<file path="config.mk">
export PLATFORM = sky130hd
export DESIGN_NAME = pixel_hit_digitizer_flat
export DESIGN_NICKNAME = d
export VERILOG_FILES = /design/src/hdl/pdg_pkg.sv /design/src/hdl/pdg_ifs.sv /design/src/hdl/pixel_hit_digitizer.sv /design/src/hdl/pdg_ram.sv /design/src/flat_wrapper.sv
export SDC_FILE = /design/constraint.sdc
export NUM_CORES = 2
export LEC_CHECK = 0
export BUFFER_PORTS_ARGS = -buffer_cell sky130_fd_sc_hd__buf_2
export CAP_MARGIN = 20
export CORE_AREA = 3 3 292 294
export CTS_CLUSTER_DIAMETER = 150
export DETAILED_ROUTE_END_ITERATION = 7
export DIE_AREA = 0 0 295 297
export PLACE_DENSITY_LB_ADDON = 0.08
export SKIP_CTS_REPAIR_TIMING = 1
export SYNTH_ARGS = -nofsm -noshare
export SYNTH_HDL_FRONTEND = slang
export SYNTH_SLANG_ARGS = --single-unit
export TNS_END_PERCENT = 100
</file>
<file path="constraint.sdc">
create_clock -name i_clk -period 14.4 [get_ports i_clk]
set_clock_uncertainty 0.2 [all_clocks]
set_input_delay 2.88 -clock i_clk [delete_from_list [all_inputs] [get_ports i_clk]]
set_output_delay 2.88 -clock i_clk [all_outputs]
set_load 0.01 [all_outputs]
</file>
<file path="src/hdl/pdg_pkg.sv">
// Shared types and constants for the pixel hit digitizer.
`timescale 1ns / 1ps
package pdg_pkg;

    // Field widths
    localparam int COEF_W     = 16;   // Q1.15 normal components
    localparam int OFS_W      = 24;   // line offsets in length units
    localparam int POS_W      = 24;   // query coordinates
    localparam int PITCH_W    = 16;
    localparam int IDX_W      = 16;   // pixel index width
    localparam int SLOT_W     = 3;    // edge slot field
    localparam int CFG_IDX_W  = 4;
    localparam int CFG_DATA_W = 24;

    // Arithmetic widths
    localparam int QSHIFT = 15;                    // Q1.15 scale
    localparam int PROD_W = COEF_W + POS_W;        // one product
    localparam int LINE_W = 42;                    // full line expression
    localparam int NUM_W  = LINE_W - QSHIFT;       // dividend after scale removal
    localparam int DCNT_W = $clog2(NUM_W);

    localparam logic [IDX_W-1:0] IDX_MAX = '1;

    localparam int MAX_EDGES_DEF = 8;

    // Input function codes
    localparam logic FUNC_LOAD  = 1'b0;
    localparam logic FUNC_QUERY = 1'b1;

    // Configuration register indexes
    localparam logic [CFG_IDX_W-1:0] CFG_COL_A     = 4'd0;
    localparam logic [CFG_IDX_W-1:0] CFG_COL_B     = 4'd1;
    localparam logic [CFG_IDX_W-1:0] CFG_COL_C     = 4'd2;
    localparam logic [CFG_IDX_W-1:0] CFG_ROW_A     = 4'd3;
    localparam logic [CFG_IDX_W-1:0] CFG_ROW_B     = 4'd4;
    localparam logic [CFG_IDX_W-1:0] CFG_ROW_C     = 4'd5;
    localparam logic [CFG_IDX_W-1:0] CFG_COL_PITCH = 4'd6;
    localparam logic [CFG_IDX_W-1:0] CFG_ROW_PITCH = 4'd7;

    // One edge table entry
    typedef struct packed {
        logic [OFS_W-1:0]  c;
        logic [COEF_W-1:0] b;
        logic [COEF_W-1:0] a;
    } t_edge;

    localparam int EDGE_W = $bits(t_edge);

    // Sequencer states
    typedef enum logic [3:0] {
        S_IDLE,
        S_EFETCH,
        S_EMUL1,
        S_EMUL2,
        S_EADD,
        S_ETEST,
        S_DPREP,
        S_DIV,
        S_DFIN,
        S_OUT
    } t_state;

endpackage

</file>
<file path="src/hdl/pdg_ifs.sv">
// Channel interfaces of the pixel hit digitizer: query/load, hit result, configuration.
`timescale 1ns / 1ps
interface pdg_pnt_if;
    import pdg_pkg::*;
    logic                     valid;
    logic                     ready;
    logic                     func;
    logic [SLOT_W-1:0]        edge_index;
    logic                     edge_enable;
    logic signed [COEF_W-1:0] coef_a;
    logic signed [COEF_W-1:0] coef_b;
    logic signed [OFS_W-1:0]  coef_c;
    logic signed [POS_W-1:0]  pos_x;
    logic signed [POS_W-1:0]  pos_y;

    modport source (output valid, func, edge_index, edge_enable, coef_a, coef_b, coef_c,
                    pos_x, pos_y, input ready);
    modport sink   (input valid, func, edge_index, edge_enable, coef_a, coef_b, coef_c,
                    pos_x, pos_y, output ready);
endinterface

interface pdg_hit_if;
    import pdg_pkg::*;
    logic             valid;
    logic             ready;
    logic             inside_res;
    logic [IDX_W-1:0] hit_col;
    logic [IDX_W-1:0] hit_row;

    modport source (output valid, inside_res, hit_col, hit_row, input ready);
    modport sink   (input valid, inside_res, hit_col, hit_row, output ready);
endinterface

interface pdg_cfg_if;
    import pdg_pkg::*;
    logic                  valid;
    logic                  ready;
    logic [CFG_IDX_W-1:0]  index;
    logic [CFG_DATA_W-1:0] data;

    modport source (output valid, index, data, input ready);
    modport sink   (input valid, index, data, output ready);
endinterface

</file>
<file path="src/hdl/pixel_hit_digitizer.sv">
// Pixel hit digitizer top level: edge table, point-in-polygon test and pixel indexing.
`timescale 1ns / 1ps
// A load beat writes one edge line into the table; the block stays ready. A query
// beat walks the table one slot at a time through a single 16x24 multiplier and one
// 42-bit accumulator, skipping disabled slots, and the first edge that rejects the
// point ends the walk. An inside point then evaluates the column and the row axis
// line on the same multiplier and divides each result by the pitch in a
// one-bit-per-cycle restoring divider; a negative distance skips the divider. The
// input stays not ready from the acceptance of a query until its result beat is
// taken, so the block takes no new query before it is through with the last one.
// Configuration writes are always accepted and must only be issued while the block
// is idle.
module pixel_hit_digitizer #(
    parameter int MAX_EDGES = pdg_pkg::MAX_EDGES_DEF
) (
    input  logic       i_clk,
    input  logic       i_rst_n,
    pdg_pnt_if.sink    i_pnt,
    pdg_hit_if.source  o_hit,
    pdg_cfg_if.sink    i_cfg
);
    import pdg_pkg::*;

    localparam int EW = $clog2(MAX_EDGES);
    localparam int SW = ((EW > SLOT_W) ? EW : SLOT_W) + 1;

    t_state r_state, n_state;

    // Configuration registers
    logic signed [COEF_W-1:0] r_col_a, r_col_b, r_row_a, r_row_b;
    logic signed [OFS_W-1:0]  r_col_c, r_row_c;
    logic [PITCH_W-1:0]       r_col_pitch, r_row_pitch;

    // Sequencer and datapath registers
    logic [MAX_EDGES-1:0]     r_valid;
    logic [EW-1:0]            r_idx, n_idx;
    logic                     r_axis, n_axis;
    logic                     r_row, n_row;
    logic                     r_inside, n_inside;
    logic signed [POS_W-1:0]  r_pos_x, n_pos_x, r_pos_y, n_pos_y;
    logic signed [PROD_W-1:0] r_prod, n_prod;
    logic signed [LINE_W-1:0] r_acc, n_acc;
    logic [PITCH_W-1:0]       r_rem, n_rem;
    logic [NUM_W-1:0]         r_quo, n_quo;
    logic [DCNT_W-1:0]        r_dcnt, n_dcnt;
    logic [IDX_W-1:0]         r_hit_col, n_hit_col, r_hit_row, n_hit_row;

    // Handshake
    logic pnt_acc, is_query, is_load;
    assign i_pnt.ready = (r_state == S_IDLE);
    assign pnt_acc     = i_pnt.valid && i_pnt.ready;
    assign is_query    = pnt_acc && (i_pnt.func == FUNC_QUERY);
    assign is_load     = pnt_acc && (i_pnt.func == FUNC_LOAD);
    assign i_cfg.ready = 1'b1;

    // Edge table write port
    logic [SW-1:0] slot_ext;
    logic          slot_ok;
    logic          ram_we, ram_re;
    t_edge         ram_wdata, ram_rdata;

    assign slot_ext  = SW'(i_pnt.edge_index);
    assign slot_ok   = slot_ext < SW'(MAX_EDGES);
    assign ram_we    = is_load && slot_ok;
    assign ram_wdata = '{c: i_pnt.coef_c, b: i_pnt.coef_b, a: i_pnt.coef_a};

    pdg_ram #(
        .WIDTH (EDGE_W),
        .DEPTH (MAX_EDGES)
    ) u_edge_ram (
        .i_clk   (i_clk),
        .i_we    (ram_we),
        .i_waddr (slot_ext[EW-1:0]),
        .i_wdata (ram_wdata),
        .i_re    (ram_re),
        .i_raddr (r_idx),
        .o_rdata (ram_rdata)
    );

    // Shared operand selection: table entry or axis line
    logic signed [COEF_W-1:0] op_a, op_b, mul_l;
    logic signed [OFS_W-1:0]  op_c;
    logic signed [POS_W-1:0]  mul_r;
    logic signed [PROD_W-1:0] mul_p;
    logic signed [LINE_W-1:0] c_term, prod_ext, acc_sum, axis_dist;
    logic [PITCH_W-1:0]       pitch_eff;

    always_comb begin
        if (r_axis) begin
            op_a = r_row ? r_row_a : r_col_a;
            op_b = r_row ? r_row_b : r_col_b;
            op_c = r_row ? r_row_c : r_col_c;
        end else begin
            op_a = $signed(ram_rdata.a);
            op_b = $signed(ram_rdata.b);
            op_c = $signed(ram_rdata.c);
        end
        pitch_eff = r_row ? r_row_pitch : r_col_pitch;
        if (pitch_eff == '0) begin
            pitch_eff = PITCH_W'(1);
        end
    end

    // The one multiplier: a*x in the first step, b*y in the second
    assign mul_l     = (r_state == S_EMUL1) ? op_a : op_b;
    assign mul_r     = (r_state == S_EMUL1) ? r_pos_x : r_pos_y;
    assign mul_p     = mul_l * mul_r;
    assign c_term    = {{(LINE_W-OFS_W-QSHIFT){op_c[OFS_W-1]}}, op_c, {QSHIFT{1'b0}}};
    assign prod_ext  = {{(LINE_W-PROD_W){r_prod[PROD_W-1]}}, r_prod};
    assign acc_sum   = r_acc + prod_ext;
    assign axis_dist = -r_acc;

    // Divider step: shift in one dividend bit, subtract pitch when it fits
    logic [PITCH_W:0] div_shift;
    logic             div_ge;
    assign div_shift = {r_rem, r_quo[NUM_W-1]};
    assign div_ge    = div_shift >= {1'b0, pitch_eff};

    logic idx_last, edge_out, dist_neg, div_sat;
    assign idx_last = (r_idx == EW'(MAX_EDGES-1));
    assign edge_out = !r_acc[LINE_W-1] && (r_acc != '0);
    assign dist_neg = axis_dist[LINE_W-1];
    assign div_sat  = r_quo >= NUM_W'(IDX_MAX);

    // Next state
    always_comb begin
        n_state = r_state;
        unique case (r_state)
            S_IDLE: begin
                if (is_query) begin
                    n_state = S_EFETCH;
                end
            end
            S_EFETCH: begin
                if (r_valid[r_idx] || idx_last) begin
                    n_state = S_EMUL1;
                end
            end
            S_EMUL1: n_state = S_EMUL2;
            S_EMUL2: n_state = S_EADD;
            S_EADD:  n_state = r_axis ? S_DPREP : S_ETEST;
            S_ETEST: begin
                if (edge_out) begin
                    n_state = S_OUT;
                end else if (idx_last) begin
                    n_state = S_EMUL1;
                end else begin
                    n_state = S_EFETCH;
                end
            end
            S_DPREP: begin
                if (!dist_neg) begin
                    n_state = S_DIV;
                end else begin
                    n_state = r_row ? S_OUT : S_EMUL1;
                end
            end
            S_DIV: begin
                if (r_dcnt == '0) begin
                    n_state = S_DFIN;
                end
            end
            S_DFIN: n_state = r_row ? S_OUT : S_EMUL1;
            S_OUT: begin
                if (o_hit.ready) begin
                    n_state = S_IDLE;
                end
            end
            default: n_state = S_IDLE;
        endcase
    end

    // Datapath and control outputs
    always_comb begin
        n_idx     = r_idx;
        n_axis    = r_axis;
        n_row     = r_row;
        n_inside  = r_inside;
        n_pos_x   = r_pos_x;
        n_pos_y   = r_pos_y;
        n_prod    = r_prod;
        n_acc     = r_acc;
        n_rem     = r_rem;
        n_quo     = r_quo;
        n_dcnt    = r_dcnt;
        n_hit_col = r_hit_col;
        n_hit_row = r_hit_row;
        ram_re    = 1'b0;
        unique case (r_state)
            S_IDLE: begin
                if (is_query) begin
                    n_pos_x  = i_pnt.pos_x;
                    n_pos_y  = i_pnt.pos_y;
                    n_idx    = '0;
                    n_axis   = 1'b0;
                    n_row    = 1'b0;
                    n_inside = 1'b1;
                end
            end
            S_EFETCH: begin
                // disabled slots are skipped; past the last slot go to the column axis
                if (r_valid[r_idx]) begin
                    ram_re = 1'b1;
                end else if (idx_last) begin
                    n_axis = 1'b1;
                    n_row  = 1'b0;
                end else begin
                    n_idx = r_idx + 1'b1;
                end
            end
            S_EMUL1: n_prod = mul_p;
            S_EMUL2: begin
                n_acc  = c_term + prod_ext;
                n_prod = mul_p;
            end
            S_EADD: n_acc = acc_sum;
            S_ETEST: begin
                if (edge_out) begin
                    n_inside  = 1'b0;
                    n_hit_col = '0;
                    n_hit_row = '0;
                end else if (idx_last) begin
                    n_axis = 1'b1;
                    n_row  = 1'b0;
                end else begin
                    n_idx = r_idx + 1'b1;
                end
            end
            S_DPREP: begin
                if (!dist_neg) begin
                    n_quo  = axis_dist[LINE_W-1:QSHIFT];
                    n_rem  = '0;
                    n_dcnt = DCNT_W'(NUM_W-1);
                end else begin
                    // negative distance clamps to index zero
                    if (r_row) begin
                        n_hit_row = '0;
                    end else begin
                        n_hit_col = '0;
                        n_row     = 1'b1;
                    end
                end
            end
            S_DIV: begin
                n_rem  = div_ge ? PITCH_W'(div_shift - {1'b0, pitch_eff})
                                : div_shift[PITCH_W-1:0];
                n_quo  = {r_quo[NUM_W-2:0], div_ge};
                n_dcnt = r_dcnt - 1'b1;
            end
            S_DFIN: begin
                // index = quotient + 1, saturated
                if (r_row) begin
                    n_hit_row = div_sat ? IDX_MAX : r_quo[IDX_W-1:0] + 1'b1;
                end else begin
                    n_hit_col = div_sat ? IDX_MAX : r_quo[IDX_W-1:0] + 1'b1;
                    n_row     = 1'b1;
                end
            end
            S_OUT: ;
            default: ;
        endcase
    end

    // Control registers
    always_ff @(posedge i_clk) begin
        if (!i_rst_n) begin
            r_state     <= S_IDLE;
            r_valid     <= '0;
            r_col_a     <= '0;
            r_col_b     <= '0;
            r_col_c     <= '0;
            r_row_a     <= '0;
            r_row_b     <= '0;
            r_row_c     <= '0;
            r_col_pitch <= PITCH_W'(1);
            r_row_pitch <= PITCH_W'(1);
        end else begin
            r_state <= n_state;
            if (ram_we) begin
                r_valid[slot_ext[EW-1:0]] <= i_pnt.edge_enable;
            end
            if (i_cfg.valid && i_cfg.ready) begin
                case (i_cfg.index)
                    CFG_COL_A:     r_col_a     <= i_cfg.data[COEF_W-1:0];
                    CFG_COL_B:     r_col_b     <= i_cfg.data[COEF_W-1:0];
                    CFG_COL_C:     r_col_c     <= i_cfg.data[OFS_W-1:0];
                    CFG_ROW_A:     r_row_a     <= i_cfg.data[COEF_W-1:0];
                    CFG_ROW_B:     r_row_b     <= i_cfg.data[COEF_W-1:0];
                    CFG_ROW_C:     r_row_c     <= i_cfg.data[OFS_W-1:0];
                    CFG_COL_PITCH: r_col_pitch <= i_cfg.data[PITCH_W-1:0];
                    CFG_ROW_PITCH: r_row_pitch <= i_cfg.data[PITCH_W-1:0];
                    default: ;
                endcase
            end
        end
    end

    // Payload registers
    always_ff @(posedge i_clk) begin
        r_idx     <= n_idx;
        r_axis    <= n_axis;
        r_row     <= n_row;
        r_inside  <= n_inside;
        r_pos_x   <= n_pos_x;
        r_pos_y   <= n_pos_y;
        r_prod    <= n_prod;
        r_acc     <= n_acc;
        r_rem     <= n_rem;
        r_quo     <= n_quo;
        r_dcnt    <= n_dcnt;
        r_hit_col <= n_hit_col;
        r_hit_row <= n_hit_row;
    end

    // Result beat
    assign o_hit.valid      = (r_state == S_OUT);
    assign o_hit.inside_res = r_inside;
    assign o_hit.hit_col    = r_hit_col;
    assign o_hit.hit_row    = r_hit_row;

endmodule

</file>
<file path="src/hdl/pdg_ram.sv">
// Generic single-port-write, single-port-read RAM with registered read data.
`timescale 1ns / 1ps
module pdg_ram #(
    parameter int WIDTH = 8,
    parameter int DEPTH = 8
) (
    input  logic                     i_clk,
    input  logic                     i_we,
    input  logic [$clog2(DEPTH)-1:0] i_waddr,
    input  logic [WIDTH-1:0]         i_wdata,
    input  logic                     i_re,
    input  logic [$clog2(DEPTH)-1:0] i_raddr,
    output logic [WIDTH-1:0]         o_rdata
);
    logic [WIDTH-1:0] r_mem [DEPTH];
    logic [WIDTH-1:0] r_rdata;

    always_ff @(posedge i_clk) begin
        if (i_we) begin
            r_mem[i_waddr] <= i_wdata;
        end
        if (i_re) begin
            r_rdata <= r_mem[i_raddr];
        end
    end

    assign o_rdata = r_rdata;
endmodule

</file>
<file path="src/flat_wrapper.sv">
// flat-port wrapper written by rule: the top's interface ports become plain ports
module pixel_hit_digitizer_flat import pdg_pkg::*;
#(
    parameter int MAX_EDGES = pdg_pkg::MAX_EDGES_DEF
)
  (i_clk, i_rst_n, i_pnt_valid, i_pnt_func, i_pnt_edge_index, i_pnt_edge_enable, i_pnt_coef_a, i_pnt_coef_b, i_pnt_coef_c, i_pnt_pos_x, i_pnt_pos_y, i_pnt_ready, o_hit_valid, o_hit_inside_res, o_hit_hit_col, o_hit_hit_row, o_hit_ready, i_cfg_valid, i_cfg_index, i_cfg_data, i_cfg_ready);
  pdg_pnt_if i_pnt_i ();
  pdg_hit_if o_hit_i ();
  pdg_cfg_if i_cfg_i ();
  input  logic i_clk;
  input  logic i_rst_n;
  input wire logic [$bits(i_pnt_i.valid)-1:0] i_pnt_valid;
  input wire logic [$bits(i_pnt_i.func)-1:0] i_pnt_func;
  input wire logic [$bits(i_pnt_i.edge_index)-1:0] i_pnt_edge_index;
  input wire logic [$bits(i_pnt_i.edge_enable)-1:0] i_pnt_edge_enable;
  input wire logic [$bits(i_pnt_i.coef_a)-1:0] i_pnt_coef_a;
  input wire logic [$bits(i_pnt_i.coef_b)-1:0] i_pnt_coef_b;
  input wire logic [$bits(i_pnt_i.coef_c)-1:0] i_pnt_coef_c;
  input wire logic [$bits(i_pnt_i.pos_x)-1:0] i_pnt_pos_x;
  input wire logic [$bits(i_pnt_i.pos_y)-1:0] i_pnt_pos_y;
  output wire logic [$bits(i_pnt_i.ready)-1:0] i_pnt_ready;
  output wire logic [$bits(o_hit_i.valid)-1:0] o_hit_valid;
  output wire logic [$bits(o_hit_i.inside_res)-1:0] o_hit_inside_res;
  output wire logic [$bits(o_hit_i.hit_col)-1:0] o_hit_hit_col;
  output wire logic [$bits(o_hit_i.hit_row)-1:0] o_hit_hit_row;
  input wire logic [$bits(o_hit_i.ready)-1:0] o_hit_ready;
  input wire logic [$bits(i_cfg_i.valid)-1:0] i_cfg_valid;
  input wire logic [$bits(i_cfg_i.index)-1:0] i_cfg_index;
  input wire logic [$bits(i_cfg_i.data)-1:0] i_cfg_data;
  output wire logic [$bits(i_cfg_i.ready)-1:0] i_cfg_ready;
  assign i_pnt_i.valid = i_pnt_valid;
  assign i_pnt_i.func = i_pnt_func;
  assign i_pnt_i.edge_index = i_pnt_edge_index;
  assign i_pnt_i.edge_enable = i_pnt_edge_enable;
  assign i_pnt_i.coef_a = i_pnt_coef_a;
  assign i_pnt_i.coef_b = i_pnt_coef_b;
  assign i_pnt_i.coef_c = i_pnt_coef_c;
  assign i_pnt_i.pos_x = i_pnt_pos_x;
  assign i_pnt_i.pos_y = i_pnt_pos_y;
  assign i_pnt_ready = i_pnt_i.ready;
  assign o_hit_valid = o_hit_i.valid;
  assign o_hit_inside_res = o_hit_i.inside_res;
  assign o_hit_hit_col = o_hit_i.hit_col;
  assign o_hit_hit_row = o_hit_i.hit_row;
  assign o_hit_i.ready = o_hit_ready;
  assign i_cfg_i.valid = i_cfg_valid;
  assign i_cfg_i.index = i_cfg_index;
  assign i_cfg_i.data = i_cfg_data;
  assign i_cfg_ready = i_cfg_i.ready;
  pixel_hit_digitizer #(.MAX_EDGES(MAX_EDGES)) u_core (.i_clk(i_clk), .i_rst_n(i_rst_n), .i_pnt(i_pnt_i), .o_hit(o_hit_i), .i_cfg(i_cfg_i));
endmodule
</file>
==> flow_summary.json <==
{
  "outcome": "finished clean",
  "nets": 5141,
  "cts_max_level": 3,
  "fmax_mhz": 98.64,
  "area_growth_pct": 9.734,
  "cp-start-kind": "register",
  "syn_area_um2": 52080,
  "synth-edff-count": 720,
  "placementRows": 106,
  "synth_area_leaders": "edfxtp_1 (42%), fa_1 (14%), dfxtp_1 (6.0%)",
  "yosysWarnings": 0,
  "whs_ps": 261.1,
  "numClockSinks": 876,
  "drt-total-wl_mm": 120.1,
  "yosysTopAreaCell": "edfxtp_1",
  "crit_end": "u_core.r_prod[39]",
  "synthTopCellsByCount": "edfxtp_1 (720), nand2_1 (582), inv_1 (460)",
  "slew_violations": 0,
  "ios": 178,
  "synth.ff_latch_count": 876,
  "grt_pass1_vias": 33273,
  "drt_iter0_markers": 2453,
  "min_period_ps": 10140,
  "ff2ff_path_depth": 26,
  "worst_slack_ps": 4262,
  "worst_pin_slew_ps": 1082,
  "die_y_um": 297,
  "rr_endpoint": "u_core.r_prod[39]",
  "vias": 32865,
  "critPathMaxFanout": 48,
  "hpwlAfterDp_mm": 84.45,
  "die_w_um": 295,
  "synth_top_cell_area_share": 0.4151,
  "cts.root.buffer_cell": "clkbuf_16",
  "cts_buffer_depth": 3,
  "antenna_found_initial": 13,
  "overflow": 0,
  "crit_start": "u_core.r_state[1]",
  "insertion_delay_ps": 670,
  "place_congestion": 0.9212,
  "setup_viol": 0,
  "synth.net_count": 5008,
  "synth_flop_cell": "edfxtp_1",
  "pre_cts_slack_ps": 4340,
  "synthArstFlopShare": 0,
  "cts_tree": "built",
  "hold_violations": 0,
  "synthCells": 4306,
  "worstSetupPathType": "reg2reg",
  "synth_cell_type_count": 68,
  "grt_pass1_wl_mm": 187.0,
  "synth_most_common_cell": "edfxtp_1",
  "core_um2": 83160,
  "drive_gt1_frac": 0.1377,
  "hp-class": "reg2reg",
  "rr_startpoint": "u_core.r_state[1]",
  "drtAntennaViolNets": 0,
  "cts_buffers": 87,
  "fin_tns_setup_ps": 0,
  "drt-pass1-iter-count": 5,
  "fill_cells": 6060,
  "worstPathRequired_ps": 14590,
  "crit_top_cell": "fa_1",
  "cp-end-kind": "register",
  "port_buffers": 176,
  "grt_use_total": 0.2781,
  "r2r_slack_ps": 4260,
  "drc_errors": 0,
  "start_util": 0.6263,
  "vias_per_cell": 5.867,
  "critPathSlowestCell": "mux2i_1",
  "grt_start_max_net_pins": 117,
  "yosysSeqAreaShare": 0.4751,
  "fin_crit_sh": 0.7040,
  "rsz0062_at_grt": "no",
  "cp.arrival_ps": 10330,
  "slowest_delay_ps": 900,
  "slew_headroom": 0.2600,
  "routedWlPerCell_um": 21.44,
  "cts.clk_slew.worst_paths_ps": 60,
  "avgSynthCellArea_um2": 12.10,
  "die-area_um2": 87620,
  "maxCapViolations": 0
}
-- critical path: cells and delay by family, from the launching register on --
kind / cells / cell delay [ps]
AOI/OAI and AO/OA: 5 / 1520
xor gates and xnor gates: 1 / 120
adders and majority gates: 7 / 3570
buffers and inverters: 7 / 1800
DFF: 1 / 570
muxes: 1 / 900
and+or+nand+nor: 5 / 1080
-- flip-flops by register name, indices dropped and copies added, names as in the netlist, 24 cells and up --
signal and count:
u_core.r_prod 40, u_core.r_quo 27, u_core.r_col_c 24, u_core.u_edge_ram.o_rdata 56, u_core.u_edge_ram.r_mem 448, u_core.r_acc 42
u_core.r_row_c 24, u_core.r_pos_x 24, u_core.r_pos_y 24
-- how the worst min path moves through the flow --
stage | startpoint | end | slack, ps | depth (start not counted)
after global placement | u_core.r_row_pitch[9] | u_core.r_row_pitch[9] | 250 | 2
after floorplan | u_core.r_col_pitch[0] | u_core.r_col_pitch[0] | 240 | 2
final | u_core.r_col_a[5] | u_core.r_col_a[5] | 260 | 2
after global routing | u_core.r_row_pitch[11] | u_core.r_row_pitch[11] | 280 | 2
after CTS | u_core.r_col_a[5] | u_core.r_col_a[5] | 260 | 2
after detailed placement | u_core.r_col_a[5] | u_core.r_col_a[5] | 260 | 2
-- logic make-up (layout without fill, tap and decap cells) --
group,Yosys count,after routing,synth area share
compound gates,607,607,0.07476
xor+xnor,140,140,0.02354
fa+ha+maj,560,560,0.1889
buf+inv,650,854,0.04701
flops,876,876,0.4751
mux,326,326,0.09583
other cells,1,13,0.00007200
simple gates,1146,1146,0.09482
-- per-stage QoR --
stage                       util  instance area [um2]  instances
after floorplan                -                52080       4306
after global placement    0.6509                54130       5423
after detailed placement  0.6509                54130       5423
after CTS                 0.6857                57020       5583
after global routing      0.6870                57130       5593
final                     0.6873                57150       5602
-- layout by cell type (no fill, tap or decap), types with 13 or more instances in the layout --
cell       synthesis  final
clkinv_2           0     14
a211oi_1          15     15
ha_1             183    183
xnor2_1           97     97
and3_1            13     13
and2_1            16     16
o21bai_1          18     18
dfxtp_1          156    156
mux2_2            81     81
inv_1            460    459
a21oi_1          181    175
xor2_1            43     43
a21boi_0         138    138
mux2i_1          115    115
nand2b_1          40     40
a21o_1            48     48
o21ai_0           94     94
o211ai_1          13     13
nand3_1           32     31
buf_2              4    175
clkbuf_16          0     89
o21a_1            22     22
buf_4              1     50
edfxtp_1         720    720
clkbuf_1         164     21
nand2_1          582    581
nand4_1           14     14
fa_1             377    377
nor2_1           320    314
nor3_1            27     24
mux4_2           130    130
nor2b_1           31     30
-- final cells by class --
type	instances	area, um2	area share
Multi-Input combinational cell	2780	25020	0.4377
Tap cell	1080	1351	0.02364
Clock inverter	47	545.5	0.009545
Inverter	460	1727	0.03021
Sequential cell	876	24740	0.4329
Antenna cell	12	30.03	0.0005254
Clock buffer	113	2347	0.04107
Timing Repair Buffer	234	1390	0.02432
-- metal layers --
metal	track usage	wire length (um)	up-vias
met2	0.4587	59400	1035
met1	0.3687	47890	16430
li1	-	-	15147
met5	0	13	-
met4	0.1137	5199	2
met3	0.04905	7594	251
Power is not shown: default switching activity piles up to over one toggle a cycle in this logic, so the estimate is an artifact.
